$ cat src/rau_pkg.sv
// Shared types and constants for the rational arithmetic unit.
// Used by rau_ctrl, rau_dpath and rational_arithmetic_unit; no dependencies.
`timescale 1ns / 1ps

package rau_pkg;

  // Operand width of every input numerator and denominator.
  localparam int OPERAND_W = 16;
  localparam int RES_NUM_W = 32;
  localparam int RES_DEN_W = 31;
  localparam int CNT_W     = $clog2(OPERAND_W);

  // Opcodes.
  localparam logic [1:0] OP_NORM   = 2'd0;
  localparam logic [1:0] OP_ADD    = 2'd1;
  localparam logic [1:0] OP_MUL    = 2'd2;
  localparam logic [1:0] OP_REDUCE = 2'd3;

  // Multiplier operand pairs.
  localparam logic [1:0] MUL_DEN = 2'd0;  // a_den * b_den
  localparam logic [1:0] MUL_AB  = 2'd1;  // a_num * b_den
  localparam logic [1:0] MUL_BA  = 2'd2;  // b_num * a_den
  localparam logic [1:0] MUL_NN  = 2'd3;  // a_num * b_num

  // Divider operand pairs.
  localparam logic [1:0] DIV_GCD = 2'd0;  // x % y of the Euclid loop
  localparam logic [1:0] DIV_NUM = 2'd1;  // |a_num| / gcd
  localparam logic [1:0] DIV_DEN = 2'd2;  // a_den / gcd

  typedef struct packed {
    logic [1:0]                  opcode;
    logic signed [OPERAND_W-1:0] a_num;
    logic signed [OPERAND_W-1:0] a_den;
    logic signed [OPERAND_W-1:0] b_num;
    logic signed [OPERAND_W-1:0] b_den;
  } req_t;

  typedef struct packed {
    logic signed [RES_NUM_W-1:0] res_num;
    logic [RES_DEN_W-1:0]        res_den;
    logic                        bad_denominator;
  } rsp_t;

  typedef struct packed {
    logic       load;
    logic       set_bad;
    logic       set_norm;
    logic       prod_en;
    logic [1:0] mul_sel;
    logic       den_from_prod;
    logic       num_from_prod;
    logic       num_add_prod;
    logic       gcd_init;
    logic       gcd_step;
    logic       div_start;
    logic [1:0] div_src;
    logic       num_from_quo;
    logic       den_from_quo;
    logic       out_ld;
  } cmd_t;

  typedef struct packed {
    logic [1:0] opcode;
    logic       bad;
    logic       y_zero;
    logic       div_done;
  } sts_t;

endpackage

$ cat src/rau_dpath.sv
// Datapath of the rational arithmetic unit: request register, shared multiplier,
// Euclid registers, restoring divider and result register. Depends on rau_pkg.
`timescale 1ns / 1ps

module rau_dpath
  import rau_pkg::*;
(
  input  logic clk,
  input  logic rst_n,
  input  req_t in_data,
  input  cmd_t cmd,
  output sts_t sts,
  output rsp_t out_data
);

  req_t                        req_r;
  logic [RES_NUM_W-1:0]        prod_r;
  logic [RES_NUM_W-1:0]        num_r;
  logic [RES_DEN_W-1:0]        den_r;
  logic                        bad_r;
  logic [OPERAND_W-1:0]        x_r;
  logic [OPERAND_W-1:0]        y_r;
  logic [OPERAND_W-1:0]        rem_r;
  logic [OPERAND_W-1:0]        quo_r;
  logic [OPERAND_W-1:0]        dsr_r;
  logic [CNT_W-1:0]            cnt_r;
  logic                        busy_r;
  logic                        done_r;
  rsp_t                        out_r;

  logic signed [OPERAND_W-1:0]   mul_a;
  logic signed [OPERAND_W-1:0]   mul_b;
  logic signed [2*OPERAND_W-1:0] prod_full;
  logic [OPERAND_W-1:0]          a_mag;
  logic [OPERAND_W-1:0]          dvd;
  logic [OPERAND_W-1:0]          dsr;
  logic [OPERAND_W:0]            div_sh;
  logic [OPERAND_W:0]            div_diff;
  logic [RES_NUM_W-1:0]          a_num_x;
  logic [RES_NUM_W-1:0]          a_den_x;
  logic                          a_den_neg;
  logic                          a_den_zero;
  logic                          b_den_bad;
  logic                          den_bad;

  assign a_den_neg  = req_r.a_den[OPERAND_W-1];
  assign a_den_zero = (req_r.a_den == '0);
  assign b_den_bad  = req_r.b_den[OPERAND_W-1] | (req_r.b_den == '0);
  assign a_mag      = req_r.a_num[OPERAND_W-1] ? (OPERAND_W'(0) - req_r.a_num)
                                               : req_r.a_num;
  assign a_num_x    = RES_NUM_W'(req_r.a_num);
  assign a_den_x    = RES_NUM_W'(req_r.a_den);

  always_comb begin
    unique case (req_r.opcode)
      OP_NORM:         den_bad = a_den_zero;
      OP_ADD, OP_MUL:  den_bad = a_den_neg | a_den_zero | b_den_bad;
      default:         den_bad = a_den_neg | a_den_zero;
    endcase
  end

  assign sts.bad      = den_bad;
  assign sts.opcode   = req_r.opcode;
  assign sts.y_zero   = (y_r == '0);
  assign sts.div_done = done_r;

  // Shared multiplier; only the low 32 bits of any product are kept.
  always_comb begin
    unique case (cmd.mul_sel)
      MUL_DEN: begin mul_a = req_r.a_den; mul_b = req_r.b_den; end
      MUL_AB:  begin mul_a = req_r.a_num; mul_b = req_r.b_den; end
      MUL_BA:  begin mul_a = req_r.b_num; mul_b = req_r.a_den; end
      default: begin mul_a = req_r.a_num; mul_b = req_r.b_num; end
    endcase
  end

  assign prod_full = mul_a * mul_b;

  always_comb begin
    unique case (cmd.div_src)
      DIV_GCD: begin dvd = x_r;         dsr = y_r; end
      DIV_NUM: begin dvd = a_mag;       dsr = x_r; end
      DIV_DEN: begin dvd = req_r.a_den; dsr = x_r; end
      default: begin dvd = x_r;         dsr = y_r; end
    endcase
  end

  // One restoring step per cycle: the partial remainder always stays below the divisor.
  assign div_sh   = {rem_r, quo_r[OPERAND_W-1]};
  assign div_diff = div_sh - {1'b0, dsr_r};

  always_ff @(posedge clk) begin
    if (!rst_n) begin
      busy_r <= 1'b0;
      done_r <= 1'b0;
    end else begin
      done_r <= 1'b0;
      if (cmd.div_start) begin
        busy_r <= 1'b1;
      end else if (busy_r && cnt_r == CNT_W'(OPERAND_W - 1)) begin
        busy_r <= 1'b0;
        done_r <= 1'b1;
      end
    end
  end

  always_ff @(posedge clk) begin
    if (cmd.div_start) begin
      rem_r <= '0;
      quo_r <= dvd;
      dsr_r <= dsr;
      cnt_r <= '0;
    end else if (busy_r) begin
      cnt_r <= cnt_r + CNT_W'(1);
      if (!div_diff[OPERAND_W]) begin
        rem_r <= div_diff[OPERAND_W-1:0];
        quo_r <= {quo_r[OPERAND_W-2:0], 1'b1};
      end else begin
        rem_r <= div_sh[OPERAND_W-1:0];
        quo_r <= {quo_r[OPERAND_W-2:0], 1'b0};
      end
    end
  end

  always_ff @(posedge clk) begin
    if (cmd.load) begin
      req_r <= in_data;
    end
    if (cmd.prod_en) begin
      prod_r <= RES_NUM_W'(prod_full);
    end
    if (cmd.gcd_init) begin
      x_r <= a_mag;
      y_r <= req_r.a_den;
    end else if (cmd.gcd_step) begin
      x_r <= y_r;
      y_r <= rem_r;
    end
    if (cmd.set_bad) begin
      num_r <= '0;
      den_r <= '0;
      bad_r <= 1'b1;
    end else if (cmd.set_norm) begin
      bad_r <= 1'b0;
      if (a_den_neg) begin
        num_r <= RES_NUM_W'(0) - a_num_x;
        den_r <= RES_DEN_W'(RES_NUM_W'(0) - a_den_x);
      end else begin
        num_r <= a_num_x;
        den_r <= RES_DEN_W'(a_den_x);
      end
    end else begin
      if (cmd.den_from_prod) begin
        den_r <= RES_DEN_W'(prod_r);
        bad_r <= 1'b0;
      end
      if (cmd.num_from_prod) begin
        num_r <= prod_r;
      end else if (cmd.num_add_prod) begin
        num_r <= num_r + prod_r;
      end else if (cmd.num_from_quo) begin
        num_r <= req_r.a_num[OPERAND_W-1] ? (RES_NUM_W'(0) - RES_NUM_W'(quo_r))
                                          : RES_NUM_W'(quo_r);
        bad_r <= 1'b0;
      end
      if (cmd.den_from_quo) begin
        den_r <= RES_DEN_W'(quo_r);
      end
    end
    if (cmd.out_ld) begin
      out_r.res_num         <= num_r;
      out_r.res_den         <= den_r;
      out_r.bad_denominator <= bad_r;
    end
  end

  assign out_data = out_r;

endmodule

$ cat src/rau_ctrl.sv
// Sequencing state machine of the rational arithmetic unit and the result valid flag.
// Drives the datapath through cmd_t and reads sts_t; depends on rau_pkg.
`timescale 1ns / 1ps

module rau_ctrl
  import rau_pkg::*;
(
  input  logic clk,
  input  logic rst_n,
  input  logic in_valid,
  output logic in_ready,
  output logic out_valid,
  input  logic out_ready,
  input  sts_t sts,
  output cmd_t cmd
);

  localparam logic [3:0] S_IDLE  = 4'd0;
  localparam logic [3:0] S_DISP  = 4'd1;
  localparam logic [3:0] S_MUL1  = 4'd2;
  localparam logic [3:0] S_MUL2  = 4'd3;
  localparam logic [3:0] S_MUL3  = 4'd4;
  localparam logic [3:0] S_GCD   = 4'd5;
  localparam logic [3:0] S_GWAIT = 4'd6;
  localparam logic [3:0] S_QNUM  = 4'd7;
  localparam logic [3:0] S_QDEN  = 4'd8;
  localparam logic [3:0] S_OUT   = 4'd9;

  logic [3:0] state_r;
  logic [3:0] state_nxt;
  logic       out_valid_r;
  logic       out_valid_nxt;
  logic       out_free;

  assign in_ready  = (state_r == S_IDLE);
  assign out_valid = out_valid_r;
  assign out_free  = !out_valid_r || out_ready;

  always_comb begin
    state_nxt = state_r;
    cmd       = '0;
    unique case (state_r)
      S_IDLE: begin
        if (in_valid) begin
          cmd.load  = 1'b1;
          state_nxt = S_DISP;
        end
      end
      S_DISP: begin
        if (sts.bad) begin
          cmd.set_bad = 1'b1;
          state_nxt   = S_OUT;
        end else begin
          unique case (sts.opcode)
            OP_NORM: begin
              cmd.set_norm = 1'b1;
              state_nxt    = S_OUT;
            end
            OP_ADD, OP_MUL: begin
              cmd.prod_en = 1'b1;
              cmd.mul_sel = MUL_DEN;
              state_nxt   = S_MUL1;
            end
            default: begin
              cmd.gcd_init = 1'b1;
              state_nxt    = S_GCD;
            end
          endcase
        end
      end
      S_MUL1: begin
        cmd.den_from_prod = 1'b1;
        cmd.prod_en       = 1'b1;
        cmd.mul_sel       = (sts.opcode == OP_ADD) ? MUL_AB : MUL_NN;
        state_nxt         = S_MUL2;
      end
      S_MUL2: begin
        cmd.num_from_prod = 1'b1;
        if (sts.opcode == OP_ADD) begin
          cmd.prod_en = 1'b1;
          cmd.mul_sel = MUL_BA;
          state_nxt   = S_MUL3;
        end else begin
          state_nxt = S_OUT;
        end
      end
      S_MUL3: begin
        cmd.num_add_prod = 1'b1;
        state_nxt        = S_OUT;
      end
      S_GCD: begin
        // Once the remainder runs out, x holds the gcd and the quotients follow.
        cmd.div_start = 1'b1;
        if (sts.y_zero) begin
          cmd.div_src = DIV_NUM;
          state_nxt   = S_QNUM;
        end else begin
          cmd.div_src = DIV_GCD;
          state_nxt   = S_GWAIT;
        end
      end
      S_GWAIT: begin
        if (sts.div_done) begin
          cmd.gcd_step = 1'b1;
          state_nxt    = S_GCD;
        end
      end
      S_QNUM: begin
        if (sts.div_done) begin
          cmd.num_from_quo = 1'b1;
          cmd.div_start    = 1'b1;
          cmd.div_src      = DIV_DEN;
          state_nxt        = S_QDEN;
        end
      end
      S_QDEN: begin
        if (sts.div_done) begin
          cmd.den_from_quo = 1'b1;
          state_nxt        = S_OUT;
        end
      end
      S_OUT: begin
        if (out_free) begin
          cmd.out_ld = 1'b1;
          state_nxt  = S_IDLE;
        end
      end
      default: begin
        state_nxt = S_IDLE;
      end
    endcase
  end

  always_comb begin
    out_valid_nxt = out_valid_r;
    if (cmd.out_ld) begin
      out_valid_nxt = 1'b1;
    end else if (out_ready) begin
      out_valid_nxt = 1'b0;
    end
  end

  always_ff @(posedge clk) begin
    if (!rst_n) begin
      state_r     <= S_IDLE;
      out_valid_r <= 1'b0;
    end else begin
      state_r     <= state_nxt;
      out_valid_r <= out_valid_nxt;
    end
  end

endmodule

$ cat src/rational_arithmetic_unit.sv
// Top level of the rational arithmetic unit: joins controller and datapath.
// Depends on rau_pkg, rau_ctrl and rau_dpath.
//
//   Channel  Ports                           Direction  Payload
//   request  in_valid, in_ready, in_data     in         req_t
//   result   out_valid, out_ready, out_data  out        rsp_t
//
// One request is worked on at a time; a new one is taken once the previous
// result has moved into the output register, so that register may still wait.
// Normalize or a bad denominator goes straight to the result; multiply and add
// use the single shared multiplier in turn. Reduce runs its Euclid remainder
// steps, then two quotients, on the restoring divider at one bit per cycle.
// Reset is synchronous and clears only control state; a stalled result holds.
`timescale 1ns / 1ps

module rational_arithmetic_unit
  import rau_pkg::*;
(
  input  logic clk,
  input  logic rst_n,
  input  logic in_valid,
  output logic in_ready,
  input  req_t in_data,
  output logic out_valid,
  input  logic out_ready,
  output rsp_t out_data
);

  cmd_t cmd;
  sts_t sts;

  rau_ctrl u_ctrl (
    .clk       (clk),
    .rst_n     (rst_n),
    .in_valid  (in_valid),
    .in_ready  (in_ready),
    .out_valid (out_valid),
    .out_ready (out_ready),
    .sts       (sts),
    .cmd       (cmd)
  );

  rau_dpath u_dpath (
    .clk      (clk),
    .rst_n    (rst_n),
    .in_data  (in_data),
    .cmd      (cmd),
    .sts      (sts),
    .out_data (out_data)
  );

endmodule
$ cat config.mk
export PLATFORM = sky130hd
export DESIGN_NAME = rational_arithmetic_unit
export DESIGN_NICKNAME = d
export VERILOG_FILES = /design/src/rau_pkg.sv /design/src/rau_dpath.sv /design/src/rau_ctrl.sv /design/src/rational_arithmetic_unit.sv
export SDC_FILE = /design/constraint.sdc
export NUM_CORES = 1
export LEC_CHECK = 0
export BUFFER_PORTS_ARGS = -buffer_cell sky130_fd_sc_hd__buf_4
export CAP_MARGIN = 20
export CORE_UTILIZATION = 32
export CTS_BUF_LIST = sky130_fd_sc_hd__clkbuf_2 sky130_fd_sc_hd__clkbuf_4 sky130_fd_sc_hd__clkbuf_8
export CTS_CLUSTER_DIAMETER = 150
export DETAILED_ROUTE_END_ITERATION = 10
export MAX_ROUTING_LAYER = met4
export PLACE_DENSITY = 0.57
export SLEW_MARGIN = 20
export SYNTH_ARGS = -nofsm -noshare
export SYNTH_HDL_FRONTEND = slang
export SYNTH_SLANG_ARGS = --single-unit
$ cat constraint.sdc
create_clock -name clk -period 17.8 [get_ports clk]
set_clock_uncertainty 0.2 [all_clocks]
set_input_delay 2.67 -clock clk [delete_from_list [all_inputs] [get_ports clk]]
set_output_delay 2.67 -clock clk [all_outputs]
set_load 0.02 [all_outputs]
==> results of run 1 <==
-- layer usage --
metal,part of all wire,global-route usage,vias up
met5,0,-,-
met4,0.036,0.0694,0
met2,0.46,0.328,787
met3,0.073,0.0364,157
met1,0.43,0.275,9893
li1,-,-,9129
-- Yosys cell counts, types with 43 or more instances --
master    count  share of area
a21oi_1     135          0.026
clkbuf_1    103          0.015
dfxtp_1      91          0.071
edfxtp_1    226           0.26
fa_1        264           0.20
ha_1        139          0.067
inv_1       346          0.050
nand2_1     273          0.040
nor2_1      260          0.038
o211ai_1     45          0.013
o21ai_0      87          0.017
xnor2_1      85          0.029
xor2_1       43          0.015
-- sequential cells by signal, summed over array words and instances (netlist names), 15 cells and up --
name              flops
u_dpath.rem_r        16
u_dpath.a_num_x      16
u_dpath.a_den_x      15
u_dpath.x_r          16
u_dpath.den_r        31
u_dpath.out_data     64
u_dpath.quo_r        16
u_dpath.prod_r       32
u_dpath.req_r        32
u_dpath.dsr_r        16
u_dpath.num_r        32
u_dpath.y_r          16
-- through the flow --
stage                      util  std cells  area, um^2  worst slack, ps
after detailed placement  0.352       3726       28000             7600
after global routing      0.369       3836       29300             7210
final                     0.369       3836       29300             7720
after global placement    0.352       3726       28000             7700
after floorplan               -       2627       25800             9620
after CTS                 0.369       3833       29300             7600
-- how the worst max path moves through the flow --
stage | startpoint | endpoint | cells past startpoint
2_1_floorplan | u_ctrl.state_r[1] | u_dpath.prod_r[31] | 32
6_report | u_ctrl.state_r[3] | u_dpath.prod_r[31] | 30
5_1_grt | u_ctrl.state_r[3] | u_dpath.prod_r[31] | 30
4_1_cts | u_ctrl.state_r[3] | u_dpath.prod_r[31] | 30
3_3_place_gp | u_ctrl.state_r[3] | u_dpath.prod_r[31] | 30
3_5_place_dp | u_ctrl.state_r[3] | u_dpath.prod_r[31] | 30
-- logic make-up (layout without fill, tap and decap cells) --
kind of cell	count (synthesis)	in the layout	synth area share
flops	317	317	0.334
fa+ha+maj	403	403	0.272
mux	55	55	0.0229
simple gates	719	719	0.121
xor+xnor	128	128	0.0435
buf+inv	469	626	0.0689
compound gates	536	536	0.138
other cells	0	2	0
-- worst max-delay path: cells and delay by family, from the launching register on --
family | cells | cell delay [ps]
compound gates | 10 | 2860
flops | 1 | 610
fa+ha+maj | 7 | 3320
buf+inv | 6 | 560
xor+xnor | 1 | 100
simple gates | 6 | 2110
-- cell type report --
class,count,area share
diodes,2,0.000171
clock buffers,72,0.0310
clock inverters,35,0.0143
inverters,347,0.0444
multi-input cells,1841,0.527
flip-flops and latches,317,0.294
well taps,1050,0.0448
repair buffers,172,0.0441
==> results.sh, run 1 <==
export IMPL_status="complete, no violations"
export IMPL_slowest_stage="o21ai_2"
export IMPL_cts_root_buf="clkbuf_8"
export IMPL_synthArstFlopShare=0
export IMPL_clk_latency_ps=690
export IMPL_grt_pass1_vias=19500
export IMPL_clock_sinks=317
export IMPL_period_needed_ps=10080
export IMPL_slowest_delay_ps=890
export IMPL_cp_required_ps=17970
export IMPL_critPathCaptureType="register"
export IMPL_die_area_um2=81700
export IMPL_synth_ff_type="edfxtp_1"
export IMPL_syn_area_per_cell_um2=9.82
export IMPL_antenna_found_initial=3
export IMPL_seqCellArea_um2=8610
export IMPL_fin_crit_sh=0.566
export IMPL_start_kind="register"
export IMPL_pin_count=136
export IMPL_die_h_um=286
export IMPL_ys_seq_area_frac=0.334
export IMPL_grt_max_degree=50
export IMPL_cts_tree="done"
export IMPL_route_detailed_drc=0
export IMPL_yosys_warnings=0
export IMPL_min_to="u_dpath.out_data[0]"
export IMPL_slew_headroom=0.219
export IMPL_row_count=103
export IMPL_hold_class="reg2reg"
export IMPL_drive_gt1_frac=0.124
export IMPL_final_antenna_net_count=0
export IMPL_reg2reg_to="u_dpath.prod_r[31]"
export IMPL_multi_input_comb_area_um2=15500
export IMPL_synth_fp_nets=3100
export IMPL_grt_pass1_wl_um=125000
export IMPL_via_per_inst=5.20
export IMPL_dp_hpwl_um=64600
export IMPL_cts_hold_buf=0
export IMPL_hp_start="u_dpath.bad_r"
export IMPL_synth_edff_count=226
export IMPL_num_fill_cells=8127
export IMPL_tns_ps=0
export IMPL_worstPathMaxFanout=30
export IMPL_hold_violations=0
export IMPL_setup_viol=0
export IMPL_nets=3209
export IMPL_drtPass1Iterations=6
export IMPL_crit_path_frequent_cell="fa_1"
export IMPL_synthesis_area_um2=25800
export IMPL_post_cts_resized=0
export IMPL_maxSlewViolCount=0
export IMPL_cts_buffer_depth=3
export IMPL_wl_per_cell_um=21.8
export IMPL_reg2reg_slack_ps=7720
export IMPL_r2r_cells=30
export IMPL_drt_iter0_drc=1886
export IMPL_cap_violations=0
export IMPL_vias=20000
export IMPL_cts_setup_buffers=0
export IMPL_worstPathArrival_ps=10250
export IMPL_ys_ff_latch=317
export IMPL_place_congestion=0.963
export IMPL_crit_type="reg2reg"
export IMPL_timing_fmax_ghz=0.0992
export IMPL_h_tree_depth=2
export IMPL_min_delay_path_depth=0
export IMPL_rsz0062_at_grt="no"
export IMPL_clk_pin_slew_worst_paths_ps=60
export IMPL_overflow=0
export IMPL_port_buffer_count=135
export IMPL_area_growth_pct=13.6
export IMPL_reg2reg_from="u_ctrl.state_r[3]"
export IMPL_worst_pin_slew_ps=1170
export IMPL_synth_cells=2627
export IMPL_hold_ws_ps=242
export IMPL_die_w_um=286
export IMPL_initial_core_util=0.325
export IMPL_synth_distinct_cells=71
export IMPL_drt_wl_total_um=83600
export IMPL_grt_usage=0.210
export IMPL_layout_commonest_cell="inv_1"
export IMPL_cts_buffers=57
export IMPL_mostFrequentLayoutCells="inv_1, nand2_1, fa_1"
export IMPL_core_region_area_um2=79400
Power of run 1 is left out: the tool's default activity adds up to more than one toggle a clock period on the data nets, which glitch-free logic cannot reach.
==> inputs of run 2 (changes only) <==
- clock period: 17.8 -> 9.5 ns (I/O delays scaled with it)
==> results.sh, run 2 (synthesis gave the netlist of run 1 again) <==
export IMPL_core_region_area_um2=79400
export IMPL_die_w_um=286
export IMPL_reg2reg_slack_ps=580
export IMPL_crit_type="reg2reg"
export IMPL_crit_path_frequent_cell="fa_1"
export IMPL_rsz0062_at_grt="no"
export IMPL_setup_viol=0
export IMPL_cts_tree="done"
export IMPL_h_tree_depth=2
export IMPL_pin_count=136
export IMPL_slowest_delay_ps=610
export IMPL_port_buffer_count=135
export IMPL_via_per_inst=5.20
export IMPL_cp_required_ps=9690
export IMPL_num_fill_cells=8077
export IMPL_hp_start="u_dpath.den_r[16]"
export IMPL_die_area_um2=81700
export IMPL_fin_crit_sh=0.939
export IMPL_cts_root_buf="clkbuf_8"
export IMPL_min_delay_path_depth=0
export IMPL_clock_sinks=317
export IMPL_final_antenna_net_count=0
export IMPL_area_growth_pct=14.3
export IMPL_grt_usage=0.213
export IMPL_clk_pin_slew_worst_paths_ps=60
export IMPL_initial_core_util=0.325
export IMPL_drt_iter0_drc=1729
export IMPL_drtPass1Iterations=6
export IMPL_worstPathArrival_ps=9110
export IMPL_slowest_stage="dfxtp_1"
export IMPL_place_congestion=0.982
export IMPL_die_h_um=286
export IMPL_drt_wl_total_um=84500
export IMPL_reg2reg_to="u_dpath.prod_r[31]"
export IMPL_slew_headroom=0.262
export IMPL_worstPathMaxFanout=15
export IMPL_drive_gt1_frac=0.133
export IMPL_r2r_cells=31
export IMPL_grt_pass1_vias=19900
export IMPL_clk_latency_ps=690
export IMPL_cts_buffer_depth=3
export IMPL_hold_violations=0
export IMPL_overflow=0
export IMPL_tns_ps=0
export IMPL_worst_pin_slew_ps=1110
export IMPL_cts_buffers=56
export IMPL_cts_setup_buffers=0
export IMPL_largest_reg_flops=64
export IMPL_maxSlewViolCount=0
export IMPL_antenna_found_initial=3
export IMPL_start_kind="register"
export IMPL_wl_per_cell_um=21.9
export IMPL_route_detailed_drc=0
export IMPL_hold_class="reg2reg"
export IMPL_mostFrequentLayoutCells="inv_1, nand2_1, fa_1"
export IMPL_status="complete, no violations"
export IMPL_grt_pass1_wl_um=126000
export IMPL_vias=20100
export IMPL_timing_fmax_ghz=0.112
export IMPL_min_to="u_dpath.out_data[17]"
export IMPL_grt_max_degree=61
export IMPL_layout_commonest_cell="inv_1"
export IMPL_critPathCaptureType="register"
export IMPL_cap_violations=0
export IMPL_row_count=103
export IMPL_period_needed_ps=8920
export IMPL_reg2reg_from="u_ctrl.state_r[3]"
export IMPL_nets=3233
export IMPL_dp_hpwl_um=66000
[run 2: cell count changes in the layout (fill, tap and decap cells not counted), moves of 2 or more]
| cell | previous run | this run |
|---|---|---|
| buf_4 | 172 | 197 |
| bufinv_16 | 9 | 5 |
| clkbuf_4 | 13 | 18 |
| clkbuf_8 | 59 | 64 |
| clkinv_1 | 9 | 6 |
| clkinv_2 | 11 | 9 |
| clkinvlp_4 | 3 | 1 |
[run 2: worst max-delay path by stage]
stage / start / endpoint / slack (ps) / depth (start not counted)
floorplan: u_ctrl.state_r[1] / u_dpath.prod_r[31] / 1320 / 32
global placement: u_ctrl.state_r[3] / u_dpath.prod_r[24] / 470 / 28
detailed placement: u_ctrl.state_r[3] / u_dpath.prod_r[31] / 370 / 31
CTS: u_ctrl.state_r[3] / u_dpath.prod_r[31] / 320 / 31
global route: u_ctrl.state_r[1] / u_dpath.prod_r[31] / 50 / 31
finish: u_ctrl.state_r[3] / u_dpath.prod_r[31] / 580 / 31
[run 2: area by class of cell]
class	count	area (um^2)	share of cell area
Sequential cell	317	8610	0.292
Inverter	347	1300	0.0442
Multi-Input combinational cell	1841	15500	0.525
Clock buffer	82	1020	0.0345
Antenna cell	3	7.51	0.000255
Timing Repair Buffer	197	1480	0.0502
Tap cell	1050	1310	0.0446
Clock inverter	24	278	0.00942
[run 2: worst max-delay path: cells and delay by family, from the launching register on]
kind / cells / cell delay [ps]
adder cells (fa/ha/maj): 7 / 3340
XOR/XNOR: 1 / 100
AND/OR/NAND/NOR: 8 / 1550
flip-flops: 1 / 610
buffers and inverters: 7 / 890
AO/OA/AOI/OAI: 8 / 1920
[run 2: what timing repair did]
action	in CTS	in global routing
gates resized for setup	0	6
setup endpoints to repair	0	7
hold buffers	0	0
[run 2: per-stage QoR]
stage | hold WS, ps | cells | worst slack [ps] | utilization | instance area, um^2
3_3_place_gp | 221 | 3752 | 472 | 0.355 | 28100
6_report | 223 | 3861 | 584 | 0.371 | 29500
4_1_cts | 223 | 3858 | 315 | 0.371 | 29400
3_5_place_dp | 221 | 3752 | 366 | 0.355 | 28100
5_1_grt | 241 | 3861 | 49.5 | 0.371 | 29500
2_1_floorplan | 208 | 2627 | 1320 | - | 25800
[run 2: layer usage]
layer	up-vias	routed length (um)	global-route usage
met1	9940	35800	0.275
li1	9174	-	-
met5	-	0	-
met2	781	39100	0.331
met3	182	6200	0.0396
met4	0	3440	0.0816
Power of run 2 is left out for the same reason.
==> inputs of run 3 (changes only) <==
- ABC_AREA: default -> 1
- CTS_CLUSTER_DIAMETER: 150 -> 80
- GPL_TIMING_DRIVEN: default -> 0
==> results.sh, run 3 <==
export IMPL_largest_reg_flops=64
export IMPL_drive_gt1_frac=0.105
export IMPL_cts_buffers=56
export IMPL_antenna_found_initial=3
export IMPL_place_congestion=0.990
export IMPL_synthesis_area_um2=28300
export IMPL_place_inst=4836
export IMPL_overflow=0
export IMPL_layout_commonest_cell="nand2_1"
export IMPL_yosys_warnings=0
export IMPL_tns_ps=0
export IMPL_period_needed_ps=8470
export IMPL_timing_fmax_ghz=0.118
export IMPL_pre_cts_ws_ps=1180
export IMPL_finalNonFillerCells=4945
export IMPL_hold_class="reg2reg"
export IMPL_grt_pass1_wl_um=147000
export IMPL_synthArstFlopShare=0
export IMPL_h_tree_depth=2
export IMPL_area_growth_pct=13.8
export IMPL_fin_ws_ps=1030
export IMPL_worstPathArrival_ps=8690
export IMPL_vias=24400
export IMPL_synth_top_cell_area_share=0.239
export IMPL_die_h_um=300
export IMPL_die_w_um=300
export IMPL_wl_per_cell_um=19.6
export IMPL_drt_wl_total_um=96800
export IMPL_ys_ff_latch=317
export IMPL_die_area_um2=89800
export IMPL_ys_top_cells_by_area="edfxtp_1, fa_1, nand2_1"
export IMPL_row_count=108
export IMPL_status="complete, no violations"
export IMPL_setup_viol=0
export IMPL_maxSlewViolCount=0
export IMPL_grt_max_degree=33
export IMPL_fin_crit_sh=0.892
export IMPL_start_kind="register"
export IMPL_cts_hold_buf=0
export IMPL_pin_count=136
export IMPL_critPathCaptureType="register"
export IMPL_grt_usage=0.224
export IMPL_synth_distinct_cells=55
export IMPL_crit_buf_inv=8
export IMPL_cts_setup_buffers=0
export IMPL_port_buffer_count=135
export IMPL_drt_iter0_drc=2210
export IMPL_post_cts_resized=0
export IMPL_slowest_stage="a221oi_2"
export IMPL_cts_tree="done"
export IMPL_synth_most_common_cell="nand2_1"
export IMPL_crit_path_frequent_cell="inv_1"
export IMPL_hold_ws_ps=233
export IMPL_slew_headroom=0.403
export IMPL_synth_ff_type="edfxtp_1"
export IMPL_slowest_delay_ps=720
export IMPL_worst_pin_slew_ps=895
export IMPL_nets=4212
export IMPL_cp_required_ps=9720
export IMPL_yosys_top_cells_count="nand2_1, inv_1, nor2_1"
export IMPL_hold_violations=0
export IMPL_synth_fp_nets=4009
export IMPL_yosys_area_top_type="edfxtp_1"
export IMPL_rsz0062_at_grt="no"
export IMPL_reg2reg_slack_ps=1030
export IMPL_synth_cells=3536
export IMPL_crit_type="reg2reg"
export IMPL_cts_buffer_depth=3
export IMPL_clk_pin_slew_worst_paths_ps=60
export IMPL_dp_hpwl_um=79500
export IMPL_via_per_inst=4.93
export IMPL_worstPathMaxFanout=10
export IMPL_ys_seq_area_frac=0.304
export IMPL_final_antenna_net_count=0
export IMPL_core_region_area_um2=87300
export IMPL_drtPass1Iterations=6
export IMPL_grt_pass1_vias=24500
export IMPL_syn_area_per_cell_um2=8.01
export IMPL_cts_root_buf="clkbuf_8"
export IMPL_mostFrequentLayoutCells="nand2_1, inv_1, nor2_1"
export IMPL_clk_latency_ps=700
export IMPL_cp_top_family="adder cells"
export IMPL_clock_sinks=317
export IMPL_synth_edff_count=226
export IMPL_route_detailed_drc=0
export IMPL_initial_core_util=0.325
export IMPL_cap_violations=0
## run 3: changes by cell type in the layout (fill, tap and decap cells not counted), sizes merged, moves of 25 or more
cell    delta
clkbuf    +34
a211oi    -25
nand2    +586
mux2      -32
or3       -25
nand3    +127
inv      +307
nor2     +145
o21ai     +98
xnor2     -62
## run 3: kinds of logic after synthesis
| logic type | synth area share |
|---|---|
| XOR/XNOR | 0.0235 |
| buffers and inverters | 0.107 |
| flip-flops | 0.304 |
| adder cells (fa/ha/maj) | 0.248 |
| AND/OR/NAND/NOR | 0.225 |
| AO/OA/AOI/OAI | 0.0931 |
| multiplexers | 0.000353 |
## run 3: path summary, 6_finish.rpt
kind,from,to,depth (start not counted)
min,u_dpath.den_r[23],u_dpath.out_data[24],0
min reg2reg,u_dpath.den_r[23],u_dpath.out_data[24],0
max reg2reg,u_dpath.sts[4],u_dpath.prod_r[24],26
max,u_dpath.sts[4],u_dpath.prod_r[24],26
## run 3: per-stage QoR
step,utilization,instance area [um^2]
floorplan,-,28300
global placement,0.353,30800
detailed placement,0.355,31000
CTS,0.369,32200
global route,0.370,32300
finish,0.370,32300
## run 3: cell type report
| class | count | area, um^2 |
|---|---|---|
| buffer | 100 | 546 |
| sequential | 317 | 8610 |
| multi-input combinational | 2460 | 16700 |
| fill | 9217 | 55000 |
| antenna | 4 | 10.0 |
| timing repair buffer | 145 | 1150 |
| tap | 1155 | 1450 |
| clock inverter | 26 | 283 |
| inverter | 659 | 2470 |
| clock buffer | 79 | 1010 |
## run 3: metal layers
layer,GRT usage,part of all wire
met1,0.294,0.44
met2,0.355,0.46
met3,0.0270,0.067
met4,0.0828,0.040
met5,-,0
Power of run 3 is left out for the same reason.
